===== src/hdl/ssg_pkg.sv =====
// shared types, widths and constants of the spectral subtraction gain block
`default_nettype none
package ssg_pkg;

  localparam int BIN_W   = 9;
  localparam int POW_W   = 32;
  localparam int SPEC_W  = 24;
  localparam int GAIN_W  = 16;
  localparam int WGT_W   = 16;
  localparam int QUOT_W  = 16;
  localparam int KN_W    = 48;
  localparam int ADDR_W  = 4;
  localparam int DATA_W  = 32;

  localparam int NUM_BINS_DEF = 257;

  // register indexes on the configuration port
  localparam logic [1:0] REG_NOISE_SCALE = 2'd0;
  localparam logic [1:0] REG_NEW_WEIGHT  = 2'd1;
  localparam logic [1:0] REG_KEEP_WEIGHT = 2'd2;

  // register reset values
  localparam logic [WGT_W-1:0] SCALE_RST  = 16'd32768;
  localparam logic [WGT_W-1:0] NEW_W_RST  = 16'd3277;
  localparam logic [WGT_W-1:0] KEEP_W_RST = 16'd62259;

  // gain constants, Q1.15
  localparam logic [GAIN_W-1:0] UNITY_GAIN = 16'd32768;
  localparam logic [WGT_W-1:0]  STRONG_K   = 16'd32512;

  typedef struct packed {
    logic [WGT_W-1:0] over_scale;
    logic [WGT_W-1:0] noise_new_weight;
    logic [WGT_W-1:0] noise_keep_weight;
  } cfg_t;

  typedef struct packed {
    logic [BIN_W-1:0]         bin_index;
    logic                     speech_frame;
    logic [POW_W-1:0]         band_power;
    logic signed [SPEC_W-1:0] spec_real;
    logic signed [SPEC_W-1:0] spec_imag;
    logic [POW_W-1:0]         frame_energy;
    logic                     last_bin;
  } in_item_t;

  typedef struct packed {
    logic [BIN_W-1:0]         out_bin_index;
    logic [GAIN_W-1:0]        bin_gain;
    logic signed [SPEC_W-1:0] out_real;
    logic signed [SPEC_W-1:0] out_imag;
    logic [POW_W-1:0]         noise_level;
    logic [POW_W-1:0]         energy_margin;
    logic                     out_last;
  } out_item_t;

  // per-bin data that rides along with the divider
  typedef struct packed {
    logic [BIN_W-1:0]         bin_index;
    logic                     last_bin;
    logic [POW_W-1:0]         noise_level;
    logic [POW_W-1:0]         energy_margin;
    logic signed [SPEC_W-1:0] spec_real;
    logic signed [SPEC_W-1:0] spec_imag;
    logic                     use_div;
    logic [GAIN_W-1:0]        gain_fix;
  } side_t;

  // one divider stage: partial remainder, dividend bits still to come, quotient so far
  typedef struct packed {
    side_t             side;
    logic [POW_W-1:0]  divisor;
    logic [POW_W-1:0]  rem;
    logic [QUOT_W-1:0] low;
    logic [QUOT_W-1:0] quot;
  } div_t;

endpackage
`default_nettype wire


===== src/hdl/ssg_apply.sv =====
// final gain choice, spectrum scaling with rounding, output register
`default_nettype none
module ssg_apply (
  input  wire logic              clk,
  input  wire logic              rst_n,
  input  wire logic              up_valid,
  output      logic              up_ready,
  input  wire ssg_pkg::div_t     up_data,
  output      logic              out_valid,
  input  wire logic              out_ready,
  output      ssg_pkg::out_item_t out_data
);

  logic                        out_valid_r;
  ssg_pkg::out_item_t          out_r, out_nxt;
  logic                        en;
  logic [ssg_pkg::GAIN_W-1:0]  g;
  logic signed [40:0]          sum_re, sum_im;

  assign en       = !out_valid_r || out_ready;
  assign up_ready = en;

  // gain: quotient or fixed value; the scaled spectrum is rounded to nearest
  always_comb begin
    g       = up_data.side.use_div ? up_data.quot : up_data.side.gain_fix;
    sum_re  = $signed(up_data.side.spec_real) * $signed({1'b0, g}) + 41'sd16384;
    sum_im  = $signed(up_data.side.spec_imag) * $signed({1'b0, g}) + 41'sd16384;
    out_nxt.out_bin_index = up_data.side.bin_index;
    out_nxt.bin_gain      = g;
    out_nxt.out_real      = sum_re[38:15];
    out_nxt.out_imag      = sum_im[38:15];
    out_nxt.noise_level   = up_data.side.noise_level;
    out_nxt.energy_margin = up_data.side.energy_margin;
    out_nxt.out_last      = up_data.side.last_bin;
  end

  // output register
  always_ff @(posedge clk) begin
    if (!rst_n) begin
      out_valid_r <= 1'b0;
    end else if (en) begin
      out_valid_r <= up_valid;
      out_r       <= out_nxt;
    end
  end

  assign out_valid = out_valid_r;
  assign out_data  = out_r;

endmodule
`default_nettype wire


===== config.mk =====
export PLATFORM = sky130hd
export DESIGN_NAME = ssg_apply
export DESIGN_NICKNAME = d
export VERILOG_FILES = /design/src/hdl/ssg_pkg.sv /design/src/hdl/ssg_apply.sv
export SDC_FILE = /design/constraint.sdc
export NUM_CORES = 2
export LEC_CHECK = 0
export BUFFER_PORTS_ARGS = -buffer_cell sky130_fd_sc_hd__buf_2
export CORE_MARGIN = 10
export CORE_UTILIZATION = 67
export DETAILED_ROUTE_END_ITERATION = 7
export MAX_ROUTING_LAYER = met4
export PLACE_DENSITY_LB_ADDON = 0.05
export SYNTH_ARGS = -nofsm -noshare
export SYNTH_HDL_FRONTEND = slang
export SYNTH_SLANG_ARGS = --single-unit

===== constraint.sdc =====
create_clock -name clk -period 11 [get_ports clk]
set_input_delay 0.55 -clock clk [delete_from_list [all_inputs] [get_ports clk]]
set_output_delay 0.55 -clock clk [all_outputs]
set_load 0.02 [all_outputs]

* Yosys cells after proc, flatten, opt, wreduce, memory -nomap -nowiden
Cells that the tools add are included.
** Word-level totals
- Register bits after elaboration :: 139
- Input port bits :: 239
- Output and inout bits :: 140
- Logic and storage cells :: 16
** Cells by class
- Add/sub/neg operators :: 2
- Multiply operators :: 2
- Multiplexer cells :: 1
- Reduce and logical (&&, ||, !) cells :: 3
** Operators with widths (number)
- $add 39x16->39 const B :: 2
- $mul 24x17->39 :: 2
- $mux 16 :: 1
- $reduce_and 2->1 :: 1
- $logic_not 1->1 :: 1
- $logic_or 1x1->1 :: 1

* Logic depth before layout (Yosys ltp)
- Word-level depth :: 3
- Depth in mapped cells :: 28
- Depth with buffers taken out :: 24

* Worst setup path after synthesis
No wires, ideal clock.
- Kind :: input port to flip-flop
- Start point :: in up_data[112] (netlist bit)
- End point :: reg out_r, in the netlist out_data[81] (data pin)
- Setup time :: 259 ps
- Arrival time :: 6686 ps
- Required time :: 10741 ps
- Slack :: 4055 ps
- Stages :: 23
- Buffers on the path :: 4
- Cells stage by stage :: buf_4 buf_2 mux2_2 clkbuf_1 clkbuf_1 and2_1 fa_1 inv_1 fa_1 inv_1 fa_1 fa_1 fa_1 fa_1 ha_1 a21o_1 a21o_1 a311o_1 a31o_2 o2111ai_1 nand3b_1 a211oi_1 nor2_1
** Between the ends
- Word-level cells in the longest chain between the ends :: 3
** Ends and longest elaborated chain
- start, declared :: line ssg_apply.sv:8 : input wire ssg_pkg::div_t up_data,
- $mux 16 :: line ssg_apply.sv:25 : g = up_data.side.use_div ? up_data.quot : up_data.side.gain_fix;
- named net g, one bit :: line ssg_apply.sv:17 : logic [ssg_pkg::GAIN_W-1:0] g;
- $mul 24x17->39 :: line ssg_apply.sv:27 : sum_im = $signed(up_data.side.spec_imag) * $signed({1'b0, g}) + 41'sd16384;
- $add 39x16->39 :: line ssg_apply.sv:27
- named net sum_im[31] :: line ssg_apply.sv:18 : logic signed [40:0] sum_re, sum_im;
- end signal, assigned :: line ssg_apply.sv:43 : out_r <= out_nxt;
- end, declared :: line ssg_apply.sv:15 : ssg_pkg::out_item_t out_r, out_nxt;
The timed path passes the listed nets, and every way through them passes these cells.
A chain may end at the register's enable or synchronous reset.

* Worst setup path in the final report
- Start point :: in up_data[112] (netlist bit)
- End point :: reg out_r, in the netlist out_data[85] (data pin)
** Between the ends
- Word-level cells in the longest chain between the ends :: 3
** Ends and longest elaborated chain (line)
- $mux 16 :: ssg_apply.sv:25
- $mul 24x17->39 :: ssg_apply.sv:27
- $add 39x16->39 :: ssg_apply.sv:27
- named net sum_im[35] :: ssg_apply.sv:18
The timed path passes the listed nets, and every way through them passes these cells.

==> reports/qor.txt <==
Reg2Reg Depth - 3
dpl hpwl - 58800 µm
Most used DFF post-synth - edfxtp_1
Worst setup EP type - flop
Post-Syn Area per Cell - 9.79 µm²
post-CTS setup buffers - 0
clk buf depth - 2
DRC - 0
clk sinks - 139
die width - 238 µm
Die Area - 0.0566 mm²
TritonCTS clock tree - built
drt via density - 5.45
Critical Path AT - 8.13 ns
slowest stage delay, CP - 0.58 ns
CP max-delay cell - fa_1
WP buf/inv - 7
hold path depth - 1
sequential fraction of the synthesis area - 0.131
top cell family by delay on the critical path - adder cells
max capacitance violation total - 0
hold_buf cts - 0
num rows - 79
global routing usage on met2 - 0.502
port bufs - 298
Cell variety after synth - 63
post-synthesis cell area - 0.0318 mm²
count of flip-flops with a built-in enable after synthesis - 138
Setup CP Type - input port to flop
clock buffer count from CTS - 17
vias in the first global route - 25300
grt met3 use - 0.0503
gpl congestion - 0.884
fin nets - 4641
met1 Resource Use GR - 0.348
Slew headroom - 0.303
Min-Delay Path Class - input port to flop
Filler cells - 3447
routed vias - 22200
Antenna Nets Post-Route - 0
status - finished, final reports clean
first-pass GRT wire length - 128000 µm
share of synthesized registers carrying an async set or reset - 0
Wirelength per Cell - 18.9 µm
initial core utilization - 0.681
fraction of layout cells with a size suffix above 1 - 0.109
CP most frequent cell - fa_1
htree depth - 4
Max Slew Vio Count - 0
Ports - 379
largest net degree at the start of global routing - 77
Worst-Skew Late Latency - 0.50 ns
synthesized net count - 4443
WP data required - 11.23 ns
Die Ht - 238 µm
stages on the worst setup path - 23
cts repair resizes - 0
grt total ovfl - 0
Core Region - 0.0468 mm²
Syn Inst Count - 3250
initial antenna violation count - 3
WL final - 76800 µm
Worst Tran Pin Value - 1.05 ns
RSZ-0062 raised after global routing - no
drt first-iter violations - 1165
crit path cell chain - buf_2 -> mux2i_1 -> inv_1 -> buf_12 -> and2_1 -> fa_1 -> inv_1 -> fa_1 -> inv_1 -> fa_1 -> fa_1 -> fa_1 -> inv_1 -> fa_1 -> inv_1 -> ha_1 -> and4_1 -> nand4_1 -> nor3_1 -> o211ai_1 -> and2_1 -> a311oi_1 -> xor2_1
startpoint types - input port
crit path time final - 7.90 ns
Root Buffer - clkbuf_16
Max FO, Critical Path - 32
final worst-path cycle share - 0.718
clock-pin transition on the worst setup and hold timing paths - 0.09 ns
register bit count reported by yosys - 139
Area Growth Syn to Fin - 7.85%
final hold violation count - 0
Fin Clk Skew - 0.0256 ns
total track usage - 0.296
Setup TNS - 0 ns
Syn. warnings - 0
Most Crowded Layer GR - met2
DR pass1 iterations - 5
Max Fclk - 0.127 GHz
final setup violation count - 0
layout make-up:
class                   count  area (µm²)  area share
well taps                 607         759      0.0221
clock inverters            15         176     0.00514
diodes                      4        10.0    0.000292
flip-flops and latches    139        4160       0.121
repair buffers            314        1620      0.0473
multi-input cells        2043       23700       0.689
clock buffers              17         425      0.0124
inverters                 933        3500       0.102
cell families (layout without fill, tap and decap cells):
logic type / count (synthesis) / count (layout) / synth area share
flops: 139 / 139 / 0.131
buf+inv: 1068 / 1279 / 0.126
fa+ha+maj: 954 / 954 / 0.547
simple gates: 866 / 866 / 0.141
xor+xnor: 69 / 69 / 0.0190
mux: 17 / 17 / 0.00590
other cells: 0 / 4 / 0
compound gates: 137 / 137 / 0.0300
Yosys cell counts (all sizes together) (6+ instances only):
cell / number / share of area
a21o: 18 / 0.0042
nand2: 347 / 0.041
a31oi: 6 / 0.0012
a211oi: 8 / 0.0019
nor3: 13 / 0.0024
nor2b: 51 / 0.010
o21a: 6 / 0.0014
nand3: 9 / 0.0014
xor2: 19 / 0.0052
and2: 394 / 0.078
inv: 933 / 0.11
nor2: 24 / 0.0028
nand4: 10 / 0.0020
mux2: 14 / 0.0050
xnor2: 50 / 0.014
a21oi: 43 / 0.0070
clkbuf: 133 / 0.016
o21ai: 20 / 0.0036
ha: 226 / 0.089
fa: 728 / 0.46
edfxtp: 138 / 0.13
layer usage:
metal  wire length, µm  share of wire
met5                 0              0
met4              2880          0.037
met3              5160          0.067
met2             39600           0.52
met1             29200           0.38
registers in the layout (all words and copies together), names as in the netlist:
| name | cells |
|---|---|
| out_data | 138 |
| out_valid | 1 |
stage by stage:
| stage | instances | util | cell area, µm² | setup WS (ns) | hold slack, ns |
|---|---|---|---|---|---|
| after floorplan | 3250 | - | 31800 | 4.05 | 0.649 |
| after global placement | 4036 | 0.721 | 33700 | 2.72 | 0.505 |
| after detailed placement | 4036 | 0.721 | 33700 | 2.58 | 0.543 |
| final | 4072 | 0.734 | 34300 | 3.10 | 0.215 |
| after CTS | 4068 | 0.734 | 34300 | 3.09 | 0.199 |
| after global routing | 4072 | 0.734 | 34300 | 2.67 | 0.216 |
cell usage in the layout (no fill, tap or decap), types with 3 or more instances in the layout:
| cell type | n |
|---|---|
| a211oi_1 | 8 |
| a21boi_0 | 3 |
| a21o_1 | 18 |
| a21oi_1 | 41 |
| a31oi_1 | 6 |
| and2_1 | 392 |
| and3_1 | 5 |
| buf_2 | 298 |
| buf_4 | 15 |
| clkbuf_16 | 17 |
| clkinv_8 | 5 |
| diode_2 | 4 |
| edfxtp_1 | 138 |
| fa_1 | 728 |
| ha_1 | 226 |
| inv_1 | 933 |
| inv_6 | 3 |
| inv_8 | 4 |
| mux2_2 | 14 |
| nand2_1 | 347 |
| nand2b_1 | 4 |
| nand3_1 | 9 |
| nand4_1 | 10 |
| nor2_1 | 24 |
| nor2b_1 | 51 |
| nor3_1 | 11 |
| o21a_1 | 6 |
| o21ai_0 | 15 |
| o21ai_1 | 3 |
| o21bai_1 | 4 |
| o31ai_1 | 4 |
| xnor2_1 | 50 |
| xor2_1 | 19 |
final timing paths:
kind | to | slack (ns) | from
worst max-delay path | out_data[85] | 3.10 | up_data[112]
worst min-delay path | out_data[29] | 0.22 | up_data[189]
worst max register to register | out_data[32] | 8.51 | out_valid
worst min register to register | out_valid | 0.56 | out_valid
Power is not shown: default switching activity piles up to over one toggle a cycle in this logic, so the estimate is an artifact.
