[config.mk]
export PLATFORM = sky130hd
export DESIGN_NAME = ssg_div
export DESIGN_NICKNAME = d
export VERILOG_FILES = /design/src/hdl/ssg_pkg.sv /design/src/hdl/ssg_div.sv
export SDC_FILE = /design/constraint.sdc
export NUM_CORES = 2
export LEC_CHECK = 0
export BUFFER_PORTS_ARGS = -buffer_cell sky130_fd_sc_hd__buf_4
export CAP_MARGIN = 20
export CORE_ASPECT_RATIO = 0.8
export CORE_MARGIN = 10
export CORE_UTILIZATION = 55
export CTS_BUF_LIST = sky130_fd_sc_hd__clkbuf_8
export CTS_CLUSTER_DIAMETER = 50
export DETAILED_ROUTE_END_ITERATION = 8
export PLACE_DENSITY = 0.72
export SYNTH_ARGS = -nofsm -noshare
export SYNTH_HDL_FRONTEND = slang
export SYNTH_SLANG_ARGS = --single-unit
export TNS_END_PERCENT = 1
[constraint.sdc]
create_clock -name clk -period 23.1 [get_ports clk]
set_input_delay 4.62 -clock clk [delete_from_list [all_inputs] [get_ports clk]]
set_output_delay 4.62 -clock clk [all_outputs]
set_load 0.01 [all_outputs]
[src/hdl/ssg_pkg.sv]
// shared types, widths and constants of the spectral subtraction gain block
`default_nettype none
package ssg_pkg;

  localparam int BIN_W   = 9;
  localparam int POW_W   = 32;
  localparam int SPEC_W  = 24;
  localparam int GAIN_W  = 16;
  localparam int WGT_W   = 16;
  localparam int QUOT_W  = 16;
  localparam int KN_W    = 48;
  localparam int ADDR_W  = 4;
  localparam int DATA_W  = 32;

  localparam int NUM_BINS_DEF = 257;

  // register indexes on the configuration port
  localparam logic [1:0] REG_NOISE_SCALE = 2'd0;
  localparam logic [1:0] REG_NEW_WEIGHT  = 2'd1;
  localparam logic [1:0] REG_KEEP_WEIGHT = 2'd2;

  // register reset values
  localparam logic [WGT_W-1:0] SCALE_RST  = 16'd32768;
  localparam logic [WGT_W-1:0] NEW_W_RST  = 16'd3277;
  localparam logic [WGT_W-1:0] KEEP_W_RST = 16'd62259;

  // gain constants, Q1.15
  localparam logic [GAIN_W-1:0] UNITY_GAIN = 16'd32768;
  localparam logic [WGT_W-1:0]  STRONG_K   = 16'd32512;

  typedef struct packed {
    logic [WGT_W-1:0] over_scale;
    logic [WGT_W-1:0] noise_new_weight;
    logic [WGT_W-1:0] noise_keep_weight;
  } cfg_t;

  typedef struct packed {
    logic [BIN_W-1:0]         bin_index;
    logic                     speech_frame;
    logic [POW_W-1:0]         band_power;
    logic signed [SPEC_W-1:0] spec_real;
    logic signed [SPEC_W-1:0] spec_imag;
    logic [POW_W-1:0]         frame_energy;
    logic                     last_bin;
  } in_item_t;

  typedef struct packed {
    logic [BIN_W-1:0]         out_bin_index;
    logic [GAIN_W-1:0]        bin_gain;
    logic signed [SPEC_W-1:0] out_real;
    logic signed [SPEC_W-1:0] out_imag;
    logic [POW_W-1:0]         noise_level;
    logic [POW_W-1:0]         energy_margin;
    logic                     out_last;
  } out_item_t;

  // per-bin data that rides along with the divider
  typedef struct packed {
    logic [BIN_W-1:0]         bin_index;
    logic                     last_bin;
    logic [POW_W-1:0]         noise_level;
    logic [POW_W-1:0]         energy_margin;
    logic signed [SPEC_W-1:0] spec_real;
    logic signed [SPEC_W-1:0] spec_imag;
    logic                     use_div;
    logic [GAIN_W-1:0]        gain_fix;
  } side_t;

  // one divider stage: partial remainder, dividend bits still to come, quotient so far
  typedef struct packed {
    side_t             side;
    logic [POW_W-1:0]  divisor;
    logic [POW_W-1:0]  rem;
    logic [QUOT_W-1:0] low;
    logic [QUOT_W-1:0] quot;
  } div_t;

endpackage
`default_nettype wire

[src/hdl/ssg_div.sv]
// pipelined restoring divider, one quotient bit per stage
`default_nettype none
module ssg_div (
  input  wire logic          clk,
  input  wire logic          rst_n,
  input  wire logic          up_valid,
  output      logic          up_ready,
  input  wire ssg_pkg::div_t up_data,
  output      logic          dn_valid,
  input  wire logic          dn_ready,
  output      ssg_pkg::div_t dn_data
);

  localparam int NST = ssg_pkg::QUOT_W;
  localparam int PW  = ssg_pkg::POW_W;

  logic          v_r  [NST];
  ssg_pkg::div_t st_r [NST];
  ssg_pkg::div_t st_nxt [NST];
  logic          en   [NST];
  logic          vin  [NST];

  // one quotient bit: shift in the next dividend bit and try to subtract
  function automatic ssg_pkg::div_t div_step(input ssg_pkg::div_t d);
    ssg_pkg::div_t r;
    logic [PW:0]   t;
    logic [PW:0]   diff;
    r    = d;
    t    = {d.rem, d.low[ssg_pkg::QUOT_W-1]};
    diff = t - {1'b0, d.divisor};
    if (t >= {1'b0, d.divisor}) begin
      r.rem  = diff[PW-1:0];
      r.quot = {d.quot[ssg_pkg::QUOT_W-2:0], 1'b1};
    end else begin
      r.rem  = t[PW-1:0];
      r.quot = {d.quot[ssg_pkg::QUOT_W-2:0], 1'b0};
    end
    r.low = {d.low[ssg_pkg::QUOT_W-2:0], 1'b0};
    return r;
  endfunction

  genvar i;
  generate
    for (i = 0; i < NST; i++) begin : g_stage
      // stage input and enable
      if (i == 0) begin : g_first
        assign st_nxt[i] = div_step(up_data);
        assign vin[i]    = up_valid;
      end else begin : g_next
        assign st_nxt[i] = div_step(st_r[i-1]);
        assign vin[i]    = v_r[i-1];
      end
      if (i == NST - 1) begin : g_last
        assign en[i] = !v_r[i] || dn_ready;
      end else begin : g_mid
        assign en[i] = !v_r[i] || en[i+1];
      end

      always_ff @(posedge clk) begin
        if (!rst_n) begin
          v_r[i] <= 1'b0;
        end else if (en[i]) begin
          v_r[i]  <= vin[i];
          st_r[i] <= st_nxt[i];
        end
      end
    end
  endgenerate

  assign up_ready = en[0];
  assign dn_valid = v_r[NST-1];
  assign dn_data  = st_r[NST-1];

endmodule
`default_nettype wire

Word-level counts from Yosys, hierarchy flattened

Memory sizes are Yosys's and may differ from the RTL's.
Index checks and enable logic that the tools add are counted.
Widths: inputs -> output; s select.

Add/sub/neg operators: 16
$mul: 0
Div/mod/pow operators: 0
Magnitude comparators: 16
Eq/ne operators: 0
Shift-type cells: 0
Multiplexer cells: 97
Bitwise gates (word level): 16
Reduce and logical (&&, ||, !) cells: 32

Operator list:

| operator         | count |
|---|---|
| $ge 33x32->1     | 16 |
| $mux 32          | 16 |
| $sub 32x32->32   | 16 |
| $mux 1           | 81 |
| $logic_not 1->1  | 16 |
| $logic_or 1x1->1 | 16 |
| $or 1x1->1       | 16 |

Register bits after elaboration: 0
Bits in latches: 0
Bits in writable memories: 3760
Memory bits (read-only): 0
Input bits: 239
Memories: 2

Memory list:

| memory | depth | width | rd ports | clocked after memory_dff | write ports | line          | text |
|---|---|---|---|---|---|---|---|
| st_r   | 16    | 234   | 16       | 0                        | 16          | ssg_div.sv:18 | `ssg_pkg::div_t st_r [NST];` |
| v_r    | 16    | 1     | 16       | 0                        | 16          | ssg_div.sv:17 | `logic v_r [NST];` |

Depth between registers and ports, before layout

An unclocked memory read counts as a cell.

Depth in word-level cells: 22
Mapped depth: 16
Gate-level depth less buffers: 14

Least setup slack after synthesis

No wires, ideal clock.

Path type: input to register
Start point: in dn_ready
End point: mem v_r[5][0] (netlist: v_r[0][5]), data pin
Library setup time: 221 ps
Arrival: 18110 ps
Data required time: 22879 ps
Slack: 4769 ps
Stages on the path: 7
Path buffers: 2
Path through: nor2b_1 > and4_1 > clkbuf_1 > and4_1 > clkbuf_1 > a31oi_1 > and2_1

RTL lines:

| item               | line          | text |
|---|---|---|
| start: declaration | ssg_div.sv:10 | `input wire logic dn_ready,` |
| end: declaration   | ssg_div.sv:17 |  |

Worst setup path in the final report

Start point: in dn_ready
End point: out up_ready

Cells in the longest elaborated chain, start to end: 16

RTL lines:

| item                           | line          | text |
|---|---|---|
| $logic_or 1x1->1               | ssg_div.sv:54 | `assign en[i] = !v_r[i] \|\| dn_ready;` |
| $logic_or 1x1->1 (15 in a row) | ssg_div.sv:56 | `assign en[i] = !v_r[i] \|\| en[i+1];` |
| end: declaration               | ssg_div.sv:7  | `output logic up_ready,` |

Every way passes these cells.

==> run summary <==
The run finished with clean final reports. The largest individual stage delay along the critical path comes from the cell sky130_fd_sc_hd__and4_1. After Yosys synthesis, XOR and XNOR cells account for 2.681% of the synthesized area. Synthesis instantiated 90 different standard cells from the library. Across the VDD grid, the largest voltage drop is 0.06527 mV. The area fraction of the dominant cell type after synthesis is 75.39%, and the number of vias after detailed routing is 71390. The number of hold buffers added after CTS was 0. Counting flops with an async set or reset pin after synthesis yields a share of 0%. The startpoint identified for the worst hold timing path is st_r[0][841]. The layout has 17786 filler cells.

The non-filler instance count after layout is 13162, and the number of synthesized register bits is 3520. The worst path required time came out at 18.48 ns. The logs give 0 for the remaining design rule violation count and 0 for the antenna violation net count after detailed routing. TritonCTS built the clock tree. The tree is rooted in a sky130_fd_sc_hd__clkbuf_8. The slew at the pin closest to its max-slew limit was 1.128 ns; the post-synthesis adder-cell area fraction was 4.799%. CTS saw 3520 sinks. The average wire per cell in the routed design was 20.41 um. The worst setup path is captured at a primary output. The leakage power total is 59.33 nW. By area, the combinational part of the netlist is dominated by compound AO/OA/AOI/OAI gates.

CTS built an H-tree with a depth of 6. For this run, the top clock speed supported by timing is 78.33 MHz. In this run the critical register-to-register path is launched from v_r[1][7].

Tracing the worst setup path back leads to its startpoint at dn_ready. The path class of the tightest hold or removal check is reg2reg. The total clock buffers created by CTS was 534.

The number of primary I/O pins came out at 476. In the final design database the tool counted 10195 nets. The tools report the initial antenna violation count as 8. The die covers 275600 um2. For the number of pins with negative max-slew slack in the final report, the log shows 0.

The critical path goes through buf_4, nor2b_1, and4_1, and4_1, and4_1, and2_1, and3_1, nand2_1, buf_4. Commonest register cell after synthesis: sky130_fd_sc_hd__edfxtp_1. The first detailed-routing pass ran for 6 iterations. In this run the standard cell core region covers 253100 um2. Summing the areas of all and, or, nand and nor instances in the mapped netlist gives 4.495% of the synthesized area. The compound-cell area share of the yosys netlist is 7.488%, and the clock transition at the registers of the reported paths is 0.07 ns. At the worst endpoint, the arrival time is 8.15 ns.

The cell area that synthesis handed to floorplanning was 140200 um2. The via count of the first global-routing pass was 72383. Setup repair after global routing left no endpoint under its margin. The die height was 471.5 um. The worst path in the final design needs a cycle of 12.77 ns, including I/O delays and setup. The share of synthesized area spent on multiplexers is 1.755%.

The number of warnings issued by yosys is 0. The classification of the worst setup path was in2out. Setup violations remaining at the end of the flow were counted as 0. Yosys attributes the largest share of cell area to sky130_fd_sc_hd__edfxtp_1 75%, sky130_fd_sc_hd__ha_1 4.6%, sky130_fd_sc_hd__a21oi_1 1.9%, sky130_fd_sc_hd__inv_1 1.7%, sky130_fd_sc_hd__mux2_2 1.6%. Die span in x: 584.4 um. Entering global routing, the biggest net connects 147 pins. In this run the deepest clock path goes through 4 buffers. The average instance area after synthesis was 16.04 um2; the site row count was 165.

STA classifies the critical path startpoint as an input port. Share of cells above drive strength 1: 14.75%. Port buffering added 443 buffers. The tools report the final setup skew as 0.1121 ns. sky130_fd_sc_hd__edfxtp_1 takes more of the synthesized area than any other cell.

The logs give 0 for the number of buffers inserted by post-CTS setup repair and 8737 for the instance count of the mapped netlist. For this run, the slowest stage of the critical path takes 0.70 ns. By instance count, the cell type seen most on the critical path is sky130_fd_sc_hd__and4_1. The number of flops mapped to enable cells by yosys was 3519. The global-route usage over all layers was 18.98%.

The final critical path takes up 55.27% of the cycle. In this run the worst path has a maximum fanout of 11. The sum of routed wire length over all layers came out at 268600 um. After detailed routing, the number of vias per cell comes to 5.424. For this run, the register share of the synthesized area comes to 75.40%. Routability-driven placement finished with a final weighted congestion of 0.9104. For this design the ratio of total power to cell area is 118.4 nW/um2. Max-cap violations in this run came to 0. The aggregate global routing overflow was 0; the layout overhead on the synthesized area was 11.36%.

The initial core utilization was 55.38%. The DRC violation total after the first TritonRoute iteration came out at 5214. Measured against its own limit, the worst slew margin works out to 24.78%. The total half-perimeter wirelength after legalization and detailed placement was 184900 um. After routing, the total negative slack on setup checks comes to 0 ns.

The tools report the number of hold-slack violations in the final timing report as 0. Counting tap cells, the placed design contains a total of 12229 instances. The first global-routing pass estimated 412200 um of wire. After clock tree synthesis, the repair step resized 0 gates. For the worst-skew pair, the clock arrives at the later sink with an insertion delay of 1.01 ns.
per-layer routing:
metal / GRT usage, % / part of all wire [%] / wire [um] / vias to the layer above
met5: 0 / 0 / 0 / -
met4: 7.243 / 3.8 / 10130 / 0
met3: 3.173 / 5.4 / 14510 / 600
met2: 30.49 / 46 / 124600 / 2278
met1: 26.25 / 44 / 119300 / 34412
li1: - / - / - / 34100
logic make-up after synthesis:
kind of cell	Yosys count
flops	3520
compound gates	1680
simple gates	1342
buf+inv	1017
fa+ha+maj	528
xor+xnor	429
mux	220
other cells	1
worst max-delay path: cells and delay by family:
kind / cells / cell delay [ns]
and+or+nand+nor: 7 / 3.24
buffers and inverters: 2 / 0.28
stage by stage:
step / instance area, um2 / util, % / hold slack (ns) / power [mW] / setup slack (ns)
3_3_place_gp: 146300 / 57.80 / 0.4000 / 13.75 / 10.49
5_1_grt: 156100 / 61.67 / 0.3801 / 19.55 / 10.17
4_1_cts: 156000 / 61.64 / 0.3581 / 18.61 / 10.36
6_report: 156100 / 61.67 / 0.3668 / 18.48 / 10.33
3_5_place_dp: 146300 / 57.80 / 0.4045 / 13.89 / 10.41
2_1_floorplan: 140200 / - / 0.4003 / 12.60 / 4.769
cells in the final DEF, fill, tap and decap left out, drive strengths merged, types with 163 or more instances in the layout:
master,instances
xor2,173
mux2,206
inv,831
nand2,444
a21oi,543
clkinv,163
buf,511
clkbuf,550
edfxtp,3519
xnor2,256
o21ai,398
a21o,248
ha,512
nor2,356
synth_stat cells, drive strengths merged, types with 13 or more instances:
| cell | count |
|---|---|
| or2 | 18 |
| and3 | 38 |
| nor2 | 356 |
| clkbuf | 108 |
| inv | 644 |
| mux2i | 14 |
| a31oi | 56 |
| xnor2 | 256 |
| ha | 512 |
| nor3 | 59 |
| o31ai | 45 |
| nand2b | 75 |
| or3 | 18 |
| nor4 | 14 |
| xor2 | 173 |
| buf | 264 |
| nor2b | 68 |
| nand2 | 444 |
| and4 | 16 |
| a211o | 15 |
| o21bai | 54 |
| edfxtp | 3519 |
| a221oi | 13 |
| a21o | 248 |
| o21a | 87 |
| nand4 | 77 |
| o31a | 24 |
| a211oi | 38 |
| nand3 | 94 |
| a21boi | 17 |
| and2 | 35 |
| mux2 | 206 |
| fa | 16 |
| o211ai | 24 |
| o21ai | 398 |
| a21oi | 543 |
worst paths after layout:
| path | to | slack, ns | cells after the start |
|---|---|---|---|
| setup / recovery | up_ready | 10.33 | 9 |
| hold reg to reg | st_r[0][1075] | 0.37 | 0 |
| hold / removal | st_r[0][1075] | 0.37 | 0 |
| setup reg to reg | st_r[0][27] | 17.52 | 9 |
flip-flops by register name, indices dropped and copies added, names as in the netlist:
signal,count
st_r,3504
v_r,16
where the power goes:
part | internal [mW] | switching (mW) | total [mW] | leakage (nW)
Sequential | 8.20 | 0.414 | 8.61 | 34.5
Combinational | 2.24 | 2.97 | 5.21 | 19.3
Clock | 2.39 | 2.26 | 4.66 | 5.54
final cells by class:
cell class	instances	area [um2]	share of cell area [%]
Antenna cell	3	7.507	0.004810
Clock buffer	549	7556	4.841
Clock inverter	378	2163	1.386
Inverter	645	2421	1.551
Multi-Input combinational cell	4215	30060	19.26
Sequential cell	3520	105700	67.71
Tap cell	3340	4179	2.677
Timing Repair Buffer	512	4006	2.567
(Power assumes the default switching activity.)
